### src/hw/rtl/gcs_pkg.sv
// shared types and constants for the grouped column statistics block
// no dependencies
`default_nettype none
package gcs_pkg;

  localparam int VALUE_BITS_DEF     = 16;
  localparam int MAX_GROUP_ROWS_DEF = 16777216;
  localparam int FRACTION_BITS_DEF  = 16;

  localparam int ALU_W = 80;   // widest operand: n times sum of squares
  localparam int DVD_W = 112;  // numerator shifted by two fraction widths
  localparam int CNT_W = 7;    // step counter, longest run is 112 steps

  // running group totals handed from the accumulator to the calculator
  typedef struct packed {
    logic [24:0]        count;
    logic signed [39:0] sum;
    logic [54:0]        sq_sum;
    logic signed [15:0] vmin;
    logic signed [15:0] vmax;
    logic               ovf;
    logic [23:0]        gidx;
  } gcs_snap_t;

  typedef enum logic [3:0] {
    ST_IDLE,
    ST_MUL_NSS,
    ST_MUL_SS,
    ST_SUB_NUM,
    ST_MUL_DEN,
    ST_DIV_VAR,
    ST_SQRT,
    ST_DIV_MEAN,
    ST_NEG_MEAN,
    ST_DONE
  } calc_state_t;

endpackage
`default_nettype wire

### src/hw/rtl/gcs_alu.sv
// shared add/subtract unit with carry out
// depends on gcs_pkg
`default_nettype none
module gcs_alu
  import gcs_pkg::*;
(
  input  wire logic [ALU_W-1:0] a,
  input  wire logic [ALU_W-1:0] b,
  input  wire logic             sub,
  output logic      [ALU_W-1:0] sum,
  output logic                  carry
);

  logic [ALU_W-1:0] b_op;

  always_comb begin
    b_op = sub ? ~b : b;
    {carry, sum} = {1'b0, a} + {1'b0, b_op} + {{ALU_W{1'b0}}, sub};
  end

endmodule
`default_nettype wire

### src/hw/rtl/gcs_accum.sv
// per-row accumulation of count, sum, sum of squares, min and max
// depends on gcs_pkg
`default_nettype none
module gcs_accum
  import gcs_pkg::*;
#(
  parameter int VALUE_BITS     = VALUE_BITS_DEF,
  parameter int MAX_GROUP_ROWS = MAX_GROUP_ROWS_DEF
) (
  input  wire logic        clk,
  input  wire logic        rst,
  input  wire logic        accept,
  input  wire logic [15:0] value,
  input  wire logic        missing,
  input  wire logic        last,
  input  wire logic        clear,
  output gcs_snap_t        snap,
  output logic             grp_done
);

  localparam int SH = 16 - VALUE_BITS;
  localparam logic signed [15:0] VMAX = 16'((1 << (VALUE_BITS - 1)) - 1);
  localparam logic signed [15:0] VMIN = -VMAX - 16'sd1;

  logic signed [15:0] v;
  logic        [31:0] sq;
  logic               full;

  always_comb begin
    v    = $signed(value << SH) >>> SH;
    sq   = 32'(v * v);
    full = snap.count >= 25'(MAX_GROUP_ROWS);
  end

  always_ff @(posedge clk) begin
    if (rst) begin
      snap.count  <= '0;
      snap.sum    <= '0;
      snap.sq_sum <= '0;
      snap.vmin   <= VMAX;
      snap.vmax   <= VMIN;
      snap.ovf    <= 1'b0;
      snap.gidx   <= '0;
      grp_done    <= 1'b0;
    end else if (clear) begin
      snap.count  <= '0;
      snap.sum    <= '0;
      snap.sq_sum <= '0;
      snap.vmin   <= VMAX;
      snap.vmax   <= VMIN;
      snap.ovf    <= 1'b0;
      snap.gidx   <= snap.gidx + 24'd1;
      grp_done    <= 1'b0;
    end else if (accept) begin
      grp_done <= last;
      if (!missing) begin
        if (full) begin
          snap.ovf <= 1'b1;
        end else begin
          snap.count  <= snap.count + 25'd1;
          snap.sum    <= snap.sum + 40'(v);
          snap.sq_sum <= snap.sq_sum + 55'(sq);
          if (v < snap.vmin) snap.vmin <= v;
          if (v > snap.vmax) snap.vmax <= v;
        end
      end
    end
  end

endmodule
`default_nettype wire

### src/hw/rtl/gcs_calc.sv
// group-end sequencer: shift-add multiply, restoring divide and digit square root
// on one shared add/subtract unit; holds the result register; depends on gcs_pkg, gcs_alu
`default_nettype none
module gcs_calc
  import gcs_pkg::*;
#(
  parameter int FRACTION_BITS = FRACTION_BITS_DEF
) (
  input  wire logic         clk,
  input  wire logic         rst,
  input  wire logic         start,
  input  wire gcs_snap_t    snap,
  output logic              idle,
  output logic              out_valid,
  input  wire logic         out_ready,
  output logic [23:0]       o_gidx,
  output logic [24:0]       o_count,
  output logic [39:0]       o_total,
  output logic [15:0]       o_min,
  output logic [15:0]       o_max,
  output logic [31:0]       o_mean,
  output logic [31:0]       o_stdev,
  output logic              o_ext_valid,
  output logic              o_mean_valid,
  output logic              o_stdev_valid,
  output logic              o_ovf
);

  calc_state_t state, state_next;

  logic [24:0]        n;
  logic signed [39:0] s;
  logic [39:0]        smag, smag_in;
  logic signed [15:0] mn, mx;
  logic               ovf;
  logic [23:0]        gidx;

  logic [ALU_W-1:0] prod, mcand, p1, rem;
  logic [39:0]      mplier;
  logic [49:0]      den;
  logic [DVD_W-1:0] dvd;
  logic [63:0]      quo;
  logic [31:0]      root, stdev, mean;
  logic [CNT_W-1:0] cnt;
  logic             last_step;

  logic [ALU_W-1:0] alu_a, alu_b, alu_sum, rem_sh;
  logic             alu_sub, alu_carry;
  logic [ALU_W-1:0] mul_acc, rem_nx;
  logic [63:0]      quo_nx;
  logic [31:0]      root_nx;
  logic             out_free;

  gcs_alu u_alu (
    .a     (alu_a),
    .b     (alu_b),
    .sub   (alu_sub),
    .sum   (alu_sum),
    .carry (alu_carry)
  );

  assign idle      = state == ST_IDLE;
  assign last_step = cnt == CNT_W'(1);
  assign out_free  = !out_valid || out_ready;
  assign smag_in   = snap.sum[39] ? 40'(-snap.sum) : snap.sum;

  // next state
  always_comb begin
    state_next = state;
    case (state)
      ST_IDLE: begin
        if (start) begin
          if (snap.count == 25'd0)      state_next = ST_DONE;
          else if (snap.count == 25'd1) state_next = ST_DIV_MEAN;
          else                          state_next = ST_MUL_NSS;
        end
      end
      ST_MUL_NSS:  if (last_step) state_next = ST_MUL_SS;
      ST_MUL_SS:   if (last_step) state_next = ST_SUB_NUM;
      ST_SUB_NUM:  state_next = ST_MUL_DEN;
      ST_MUL_DEN:  if (last_step) state_next = ST_DIV_VAR;
      ST_DIV_VAR:  if (last_step) state_next = ST_SQRT;
      ST_SQRT:     if (last_step) state_next = ST_DIV_MEAN;
      ST_DIV_MEAN: if (last_step) state_next = ST_NEG_MEAN;
      ST_NEG_MEAN: state_next = ST_DONE;
      ST_DONE:     if (out_free) state_next = ST_IDLE;
      default:     state_next = ST_IDLE;
    endcase
  end

  // shared unit operands
  always_comb begin
    alu_a   = '0;
    alu_b   = '0;
    alu_sub = 1'b0;
    rem_sh  = {rem[ALU_W-2:0], dvd[DVD_W-1]};
    case (state)
      ST_MUL_NSS, ST_MUL_SS, ST_MUL_DEN: begin
        alu_a = prod;
        alu_b = mcand;
      end
      ST_SUB_NUM: begin
        alu_a   = p1;
        alu_b   = prod;
        alu_sub = 1'b1;
      end
      ST_DIV_VAR, ST_DIV_MEAN: begin
        alu_a   = rem_sh;
        alu_b   = ALU_W'(den);
        alu_sub = 1'b1;
      end
      ST_SQRT: begin
        rem_sh  = {rem[ALU_W-3:0], dvd[DVD_W-1 -: 2]};
        alu_a   = rem_sh;
        alu_b   = ALU_W'({root, 2'b01});
        alu_sub = 1'b1;
      end
      ST_NEG_MEAN: begin
        alu_b   = ALU_W'(quo);
        alu_sub = 1'b1;
      end
      default: begin
        alu_sub = 1'b0;
      end
    endcase
    mul_acc = mplier[0] ? alu_sum : prod;
    rem_nx  = alu_carry ? alu_sum : rem_sh;
    quo_nx  = {quo[62:0], alu_carry};
    root_nx = {root[30:0], alu_carry};
  end

  // datapath
  always_ff @(posedge clk) begin
    case (state)
      ST_IDLE: begin
        if (start) begin
          n      <= snap.count;
          s      <= snap.sum;
          smag   <= smag_in;
          mn     <= snap.vmin;
          mx     <= snap.vmax;
          ovf    <= snap.ovf;
          gidx   <= snap.gidx;
          mean   <= '0;
          stdev  <= '0;
          prod   <= '0;
          mcand  <= ALU_W'(snap.sq_sum);
          mplier <= 40'(snap.count);
          cnt    <= CNT_W'(25);
          // single value: straight to the mean divide
          dvd    <= {smag_in, 72'b0};
          rem    <= '0;
          quo    <= '0;
          den    <= 50'(snap.count);
          if (snap.count == 25'd1) cnt <= CNT_W'(40 + FRACTION_BITS);
        end
      end
      ST_MUL_NSS, ST_MUL_SS, ST_MUL_DEN: begin
        prod   <= mul_acc;
        mcand  <= {mcand[ALU_W-2:0], 1'b0};
        mplier <= {1'b0, mplier[39:1]};
        cnt    <= cnt - CNT_W'(1);
        if (last_step) begin
          case (state)
            ST_MUL_NSS: begin
              p1     <= mul_acc;
              prod   <= '0;
              mcand  <= ALU_W'(smag);
              mplier <= smag;
              cnt    <= CNT_W'(40);
            end
            ST_MUL_DEN: begin
              den <= mul_acc[49:0];
              dvd <= {p1, 32'b0};
              rem <= '0;
              quo <= '0;
              cnt <= CNT_W'(80 + 2 * FRACTION_BITS);
            end
            default: begin
              prod <= mul_acc;
            end
          endcase
        end
      end
      ST_SUB_NUM: begin
        p1     <= alu_sum;
        prod   <= '0;
        mcand  <= ALU_W'(n);
        mplier <= 40'(n - 25'd1);
        cnt    <= CNT_W'(25);
      end
      ST_DIV_VAR, ST_DIV_MEAN: begin
        rem <= rem_nx;
        quo <= quo_nx;
        dvd <= {dvd[DVD_W-2:0], 1'b0};
        cnt <= cnt - CNT_W'(1);
        if (last_step && state == ST_DIV_VAR) begin
          dvd  <= {quo_nx, 48'b0};
          rem  <= '0;
          root <= '0;
          cnt  <= CNT_W'(32);
        end
      end
      ST_SQRT: begin
        rem  <= rem_nx;
        root <= root_nx;
        dvd  <= {dvd[DVD_W-3:0], 2'b00};
        cnt  <= cnt - CNT_W'(1);
        if (last_step) begin
          stdev <= root_nx;
          dvd   <= {smag, 72'b0};
          rem   <= '0;
          quo   <= '0;
          den   <= 50'(n);
          cnt   <= CNT_W'(40 + FRACTION_BITS);
        end
      end
      ST_NEG_MEAN: begin
        mean <= s[39] ? alu_sum[31:0] : quo[31:0];
      end
      default: begin
        cnt <= cnt;
      end
    endcase
  end

  // result register
  always_ff @(posedge clk) begin
    if (state == ST_DONE && out_free) begin
      o_gidx        <= gidx;
      o_count       <= n;
      o_total       <= s;
      o_min         <= (n != 25'd0) ? mn : 16'd0;
      o_max         <= (n != 25'd0) ? mx : 16'd0;
      o_ext_valid   <= n != 25'd0;
      o_mean        <= mean;
      o_mean_valid  <= n != 25'd0;
      o_stdev       <= stdev;
      o_stdev_valid <= n >= 25'd2;
      o_ovf         <= ovf;
    end
  end

  always_ff @(posedge clk) begin
    if (rst) begin
      state     <= ST_IDLE;
      out_valid <= 1'b0;
    end else begin
      state <= state_next;
      if (state == ST_DONE && out_free) out_valid <= 1'b1;
      else if (out_ready)               out_valid <= 1'b0;
    end
  end

endmodule
`default_nettype wire

### src/hw/rtl/grouped_column_statistics.sv
// top level of the grouped column statistics block
// depends on gcs_pkg, gcs_accum, gcs_calc (and gcs_alu below it)
//
// channel  dir  payload
// s_axis   in   tdata[15:0] value; tuser[0] is_missing; tlast last_in_group
// m_axis   out  one result request per group end, fields listed at the ports
//
// rows are taken one per cycle while the calculator is idle and no group end is pending
// a group end holds tready low while the shared add/subtract unit works: for n >= 2
// three shift-add multiplies, two restoring divides and a 32-step square root,
// for n = 1 the mean divide only, for n = 0 none of them
// the result sits in an output register, rows of the next group flow while it waits
// a group end that finds the result register still full waits for it to drain
// rst is synchronous, active high, and clears all running totals
`default_nettype none
module grouped_column_statistics
  import gcs_pkg::*;
#(
  parameter int VALUE_BITS     = VALUE_BITS_DEF,
  parameter int MAX_GROUP_ROWS = MAX_GROUP_ROWS_DEF,
  parameter int FRACTION_BITS  = FRACTION_BITS_DEF
) (
  input  wire logic         clk,
  input  wire logic         rst,
  input  wire logic         s_axis_tvalid,
  output logic              s_axis_tready,
  input  wire logic [15:0]  s_axis_tdata,   // [15:0] value
  input  wire logic [0:0]   s_axis_tuser,   // [0] is_missing
  input  wire logic         s_axis_tlast,   // last_in_group
  output logic              m_axis_tvalid,
  input  wire logic         m_axis_tready,
  // [23:0] group_index, [48:24] valid_count, [88:49] total, [104:89] smallest,
  // [120:105] largest, [152:121] mean_q16, [184:153] stdev_q16, rest zero
  output logic [191:0]      m_axis_tdata,
  // [0] extremes_valid, [1] mean_valid, [2] stdev_valid, [3] count_overflow
  output logic [3:0]        m_axis_tuser
);

  gcs_snap_t snap;
  logic      grp_done;
  logic      calc_idle;
  logic      accept;
  logic      start;

  logic [23:0] o_gidx;
  logic [24:0] o_count;
  logic [39:0] o_total;
  logic [15:0] o_min, o_max;
  logic [31:0] o_mean, o_stdev;
  logic        o_ext_valid, o_mean_valid, o_stdev_valid, o_ovf;

  // closed group is handed over in the cycle after its last row
  assign s_axis_tready = calc_idle && !grp_done;
  assign accept        = s_axis_tvalid && s_axis_tready;
  assign start         = grp_done && calc_idle;

  gcs_accum #(
    .VALUE_BITS     (VALUE_BITS),
    .MAX_GROUP_ROWS (MAX_GROUP_ROWS)
  ) u_accum (
    .clk      (clk),
    .rst      (rst),
    .accept   (accept),
    .value    (s_axis_tdata),
    .missing  (s_axis_tuser[0]),
    .last     (s_axis_tlast),
    .clear    (start),
    .snap     (snap),
    .grp_done (grp_done)
  );

  gcs_calc #(
    .FRACTION_BITS (FRACTION_BITS)
  ) u_calc (
    .clk           (clk),
    .rst           (rst),
    .start         (start),
    .snap          (snap),
    .idle          (calc_idle),
    .out_valid     (m_axis_tvalid),
    .out_ready     (m_axis_tready),
    .o_gidx        (o_gidx),
    .o_count       (o_count),
    .o_total       (o_total),
    .o_min         (o_min),
    .o_max         (o_max),
    .o_mean        (o_mean),
    .o_stdev       (o_stdev),
    .o_ext_valid   (o_ext_valid),
    .o_mean_valid  (o_mean_valid),
    .o_stdev_valid (o_stdev_valid),
    .o_ovf         (o_ovf)
  );

  assign m_axis_tdata = {7'b0, o_stdev, o_mean, o_max, o_min, o_total, o_count, o_gidx};
  assign m_axis_tuser = {o_ovf, o_stdev_valid, o_mean_valid, o_ext_valid};

endmodule
`default_nettype wire

### config.mk
export PLATFORM = sky130hd
export DESIGN_NAME = grouped_column_statistics
export DESIGN_NICKNAME = d
export VERILOG_FILES = /design/src/hw/rtl/gcs_pkg.sv /design/src/hw/rtl/gcs_alu.sv /design/src/hw/rtl/gcs_accum.sv /design/src/hw/rtl/gcs_calc.sv /design/src/hw/rtl/grouped_column_statistics.sv
export SDC_FILE = /design/constraint.sdc
export NUM_CORES = 2
export LEC_CHECK = 0
export BUFFER_PORTS_ARGS = -buffer_cell sky130_fd_sc_hd__buf_2
export CELL_PAD_IN_SITES_DETAIL_PLACEMENT = 2
export CELL_PAD_IN_SITES_GLOBAL_PLACEMENT = 2
export CORE_ASPECT_RATIO = 1.75
export CORE_MARGIN = 10
export CORE_UTILIZATION = 23
export CTS_CLUSTER_DIAMETER = 40
export DETAILED_ROUTE_END_ITERATION = 16
export PLACE_DENSITY_LB_ADDON = 0.12
export SLEW_MARGIN = 10
export SYNTH_ARGS = -nofsm -noshare
export SYNTH_HDL_FRONTEND = slang
export SYNTH_HIERARCHICAL = 1
export SYNTH_SLANG_ARGS = --single-unit
### constraint.sdc
create_clock -name clk -period 20.5 [get_ports clk]
set_clock_uncertainty 0.15 [all_clocks]
set_input_delay 4.1 -clock clk [delete_from_list [all_inputs] [get_ports clk]]
set_output_delay 4.1 -clock clk [all_outputs]
set_load 0.1 [all_outputs]
==> metrics <==
top cell type by total area after synthesis edfxtp_1; initial antenna violation count 7; first-pass GRT wire length 460 mm; Reg-to-Reg Start u_calc/state[0]; top post-synthesis cells by area edfxtp_1 (42%), fa_1 (6.7%), dfxtp_1 (5.1%); CP max-delay cell a31oi_1; Detailed Place HPWL 234 mm; syn avg cell area approximately 10 um^2; CTS tree yes; combinational family with the most area after synthesis compound AO/OA/AOI/OAI gates; first-pass detailed-route iteration total 9; fmax 75.2 MHz; final hold vios 0; Arr. time, crit path between 10 and 15 ns; clk_lat worst skew 0.89 ns; CTS Buf Count 202; vias in the first global route 62.3k; Post-CTS Hold Buffers 0; area grow syn2layout 17.6%; post-CTS setup buffer count 0; Clock Tree Buf Depth 4; core box area 0.309 mm^2; TNS Setup 0 ns; post-synthesis async set-or-reset flop share 0%; Critical Path End Type flip-flop; YS warnings 6; xor/xnor share of the synthesized area 4.19%; fin crit period 13.29 ns; DRC errors left 0; Finished Core Util 27.2%; ANT nets after route 0; Reg2Reg Depth 24; sequential share of the synthesized area 47.4%; layout cell share with drive strength beyond 1 11.9%; Final Slew Violations 0; Synth Area in Simple Gates 13.9%; pwr/cell area 216 mW/mm^2; Buffers on Ports 212; vias per cell 4.93; WL per Instance around 28 um; nets between 7k and 8k; worst setup path category primary input to flip-flop; fillers between 30k and 40k; gpl congestion between 0.7 and 0.8; class of the worst hold path flip-flop to flip-flop; die span in x 441 um; outcome finished clean; Post-synth EDFFs ~1.0k; most used cell along the critical path fa_1; Design Area, Final 0.0839 mm^2; Max Cap Viol 0; Tot Pwr 18.1 mW; Fin Hold WS roughly 0.25 ns; Synth top area share 42.3%; Reg2Reg Capture Point u_calc/rem[35]; Mapped Cells 6853; Starting Density around 23%; clock slew at reported path FFs 0.06 ns; via count between 50k and 60k; relative slew slack around 11%; pin count of the biggest net entering global routing 126; Worst VDD drop 0.186 mV; All-Layer GR Usage 18.7%; Post-Syn Area 0.0714 mm^2; total congestion overflow 0; unrepaired setup endpoints after global routing no; Yosys reg bits about 1.2k; 1st-iter DRT viols approximately 3.5k; Hold Crit Endpoint u_calc/o_mean[21]; LEAKAGE 32.7 nW; CP startpoint kind primary input; Post-synth top flop edfxtp_1; flop2flop setup slack between 10 and 15 ns; Die Y-Extent around 760 um; adder-cell share of the synthesized area 11.7%; Final Cycle Share 64.8%; final setup fails 0; total wire length 319 mm; Hold Path Depth 0; Worst-Margin Slew 1.34 ns; CTS resizes 0; CP peak stage delay between 0.7 and 0.8 ns; hold_sp u_calc/mean[21]; Synth Area in Compound Gates between 10 and 15%; mux share of post-synthesis cell area 3.30%; clk sinks 1188; Top Ports 220; Die ar. 0.334 mm^2; Post-DP Area 0.0772 mm^2; H-tree Lvls 4; Rows 270; crit path max fanout 17; Worst EP required 21.04 ns; Synth cell types 112; Root Driver clkbuf_16
==> worst max-delay path: cells and delay by family <==
family                     cells  cell delay [ns]
AOI/OAI and AO/OA             12             3.80
adders and majority gates      8             3.61
buffers and inverters          7             0.86
and+or+nand+nor                5             1.44
==> synth_stat cells, types with 160 or more instances <==
| cell | n |
|---|---|
| edfxtp_1 | 1005 |
| nand2_1 | 912 |
| nor2_1 | 598 |
| a21oi_1 | 524 |
| inv_1 | 460 |
| clkbuf_1 | 287 |
| ha_1 | 281 |
| fa_1 | 239 |
| and2_1 | 204 |
| o21ai_0 | 189 |
| dfxtp_1 | 183 |
| xor2_1 | 181 |
| a222oi_1 | 171 |
| xnor2_1 | 160 |
==> per-stage QoR <==
stage / std cells / setup slack (ns)
floorplan: 6859 / 2.57
global placement: 10872 / 6.34
detailed placement: 10872 / 6.24
CTS: 11234 / 7.18
global route: 11235 / 6.46
finish: 11240 / 7.21
==> worst max path at each step <==
stage,slack [ns],start,depth (start not counted),to
after floorplan,2.57,m_axis_tready,2,u_calc/o_count[0]
after global placement,6.34,s_axis_tdata[10],32,u_accum/snap[111]
after detailed placement,6.24,s_axis_tdata[10],32,u_accum/snap[99]
after CTS,7.18,s_axis_tdata[10],32,u_accum/snap[99]
after global routing,6.46,s_axis_tdata[10],32,u_accum/snap[89]
final,7.21,s_axis_tdata[10],32,u_accum/snap[99]
==> cell families (layout without fill, tap and decap cells) <==
kind of cell    Yosys count  after routing
other cells               1             13
compound gates         1527           1527
flops                  1188           1188
buf+inv                 861           1156
xor+xnor                341            341
simple gates           2187           2187
mux                     226            226
fa+ha+maj               522            522
==> report_power, final <==
group / leakage [nW] / internal, mW / total (mW) / switching, mW
clock: 3.24 / 2.09 / 3.49 / 1.40
sequential: 10.8 / 3.55 / 4.06 / 0.515
combinational: 18.7 / 3.57 / 10.6 / 7.01
==> placed cells by master, fill, tap and decap left out, types with 75 or more instances in the layout <==
| cell | instances |
|---|---|
| a21o_1 | 100 |
| a21oi_1 | 524 |
| a221oi_1 | 75 |
| a222oi_1 | 171 |
| and2_1 | 203 |
| buf_2 | 212 |
| buf_4 | 111 |
| clkbuf_16 | 205 |
| dfxtp_1 | 182 |
| edfxtp_1 | 1005 |
| fa_1 | 239 |
| ha_1 | 281 |
| inv_1 | 459 |
| mux2i_1 | 153 |
| nand2_1 | 909 |
| nand3_1 | 121 |
| nor2_1 | 592 |
| o21ai_0 | 186 |
| xnor2_1 | 160 |
| xor2_1 | 181 |
==> cell type report <==
type	instances	area (um^2)	share of cell area, %
timing repair buffer	330	2030	2.42
clock buffer	224	5220	6.22
multi-input combinational	4810	34400	41.0
inverter	464	1750	2.08
clock inverter	138	1540	1.83
antenna	6	15.0	0.0179
sequential	1188	33800	40.3
tap	4080	5100	6.08
==> layer usage <==
layer	vias up	GRT usage [%]	routed length, um
met5	-	0	20
li1	25044	-	-
met4	2	6.43	12000
met2	926	36.9	178000
met3	418	1.77	8040
met1	29035	20.4	121000
==> sequential cells by signal (all words and copies together), names as in the netlist, 39 cells and up <==
signal / count
u_accum/snap: 177
u_calc/den: 50
u_calc/dvd: 80
u_calc/mcand: 80
u_calc/mplier: 40
u_calc/o_total: 40
u_calc/p1: 80
u_calc/prod: 80
u_calc/quo: 64
u_calc/rem: 79
u_calc/s: 40
u_calc/smag: 39
No activity file was read; power rests on OpenSTA's default activity.
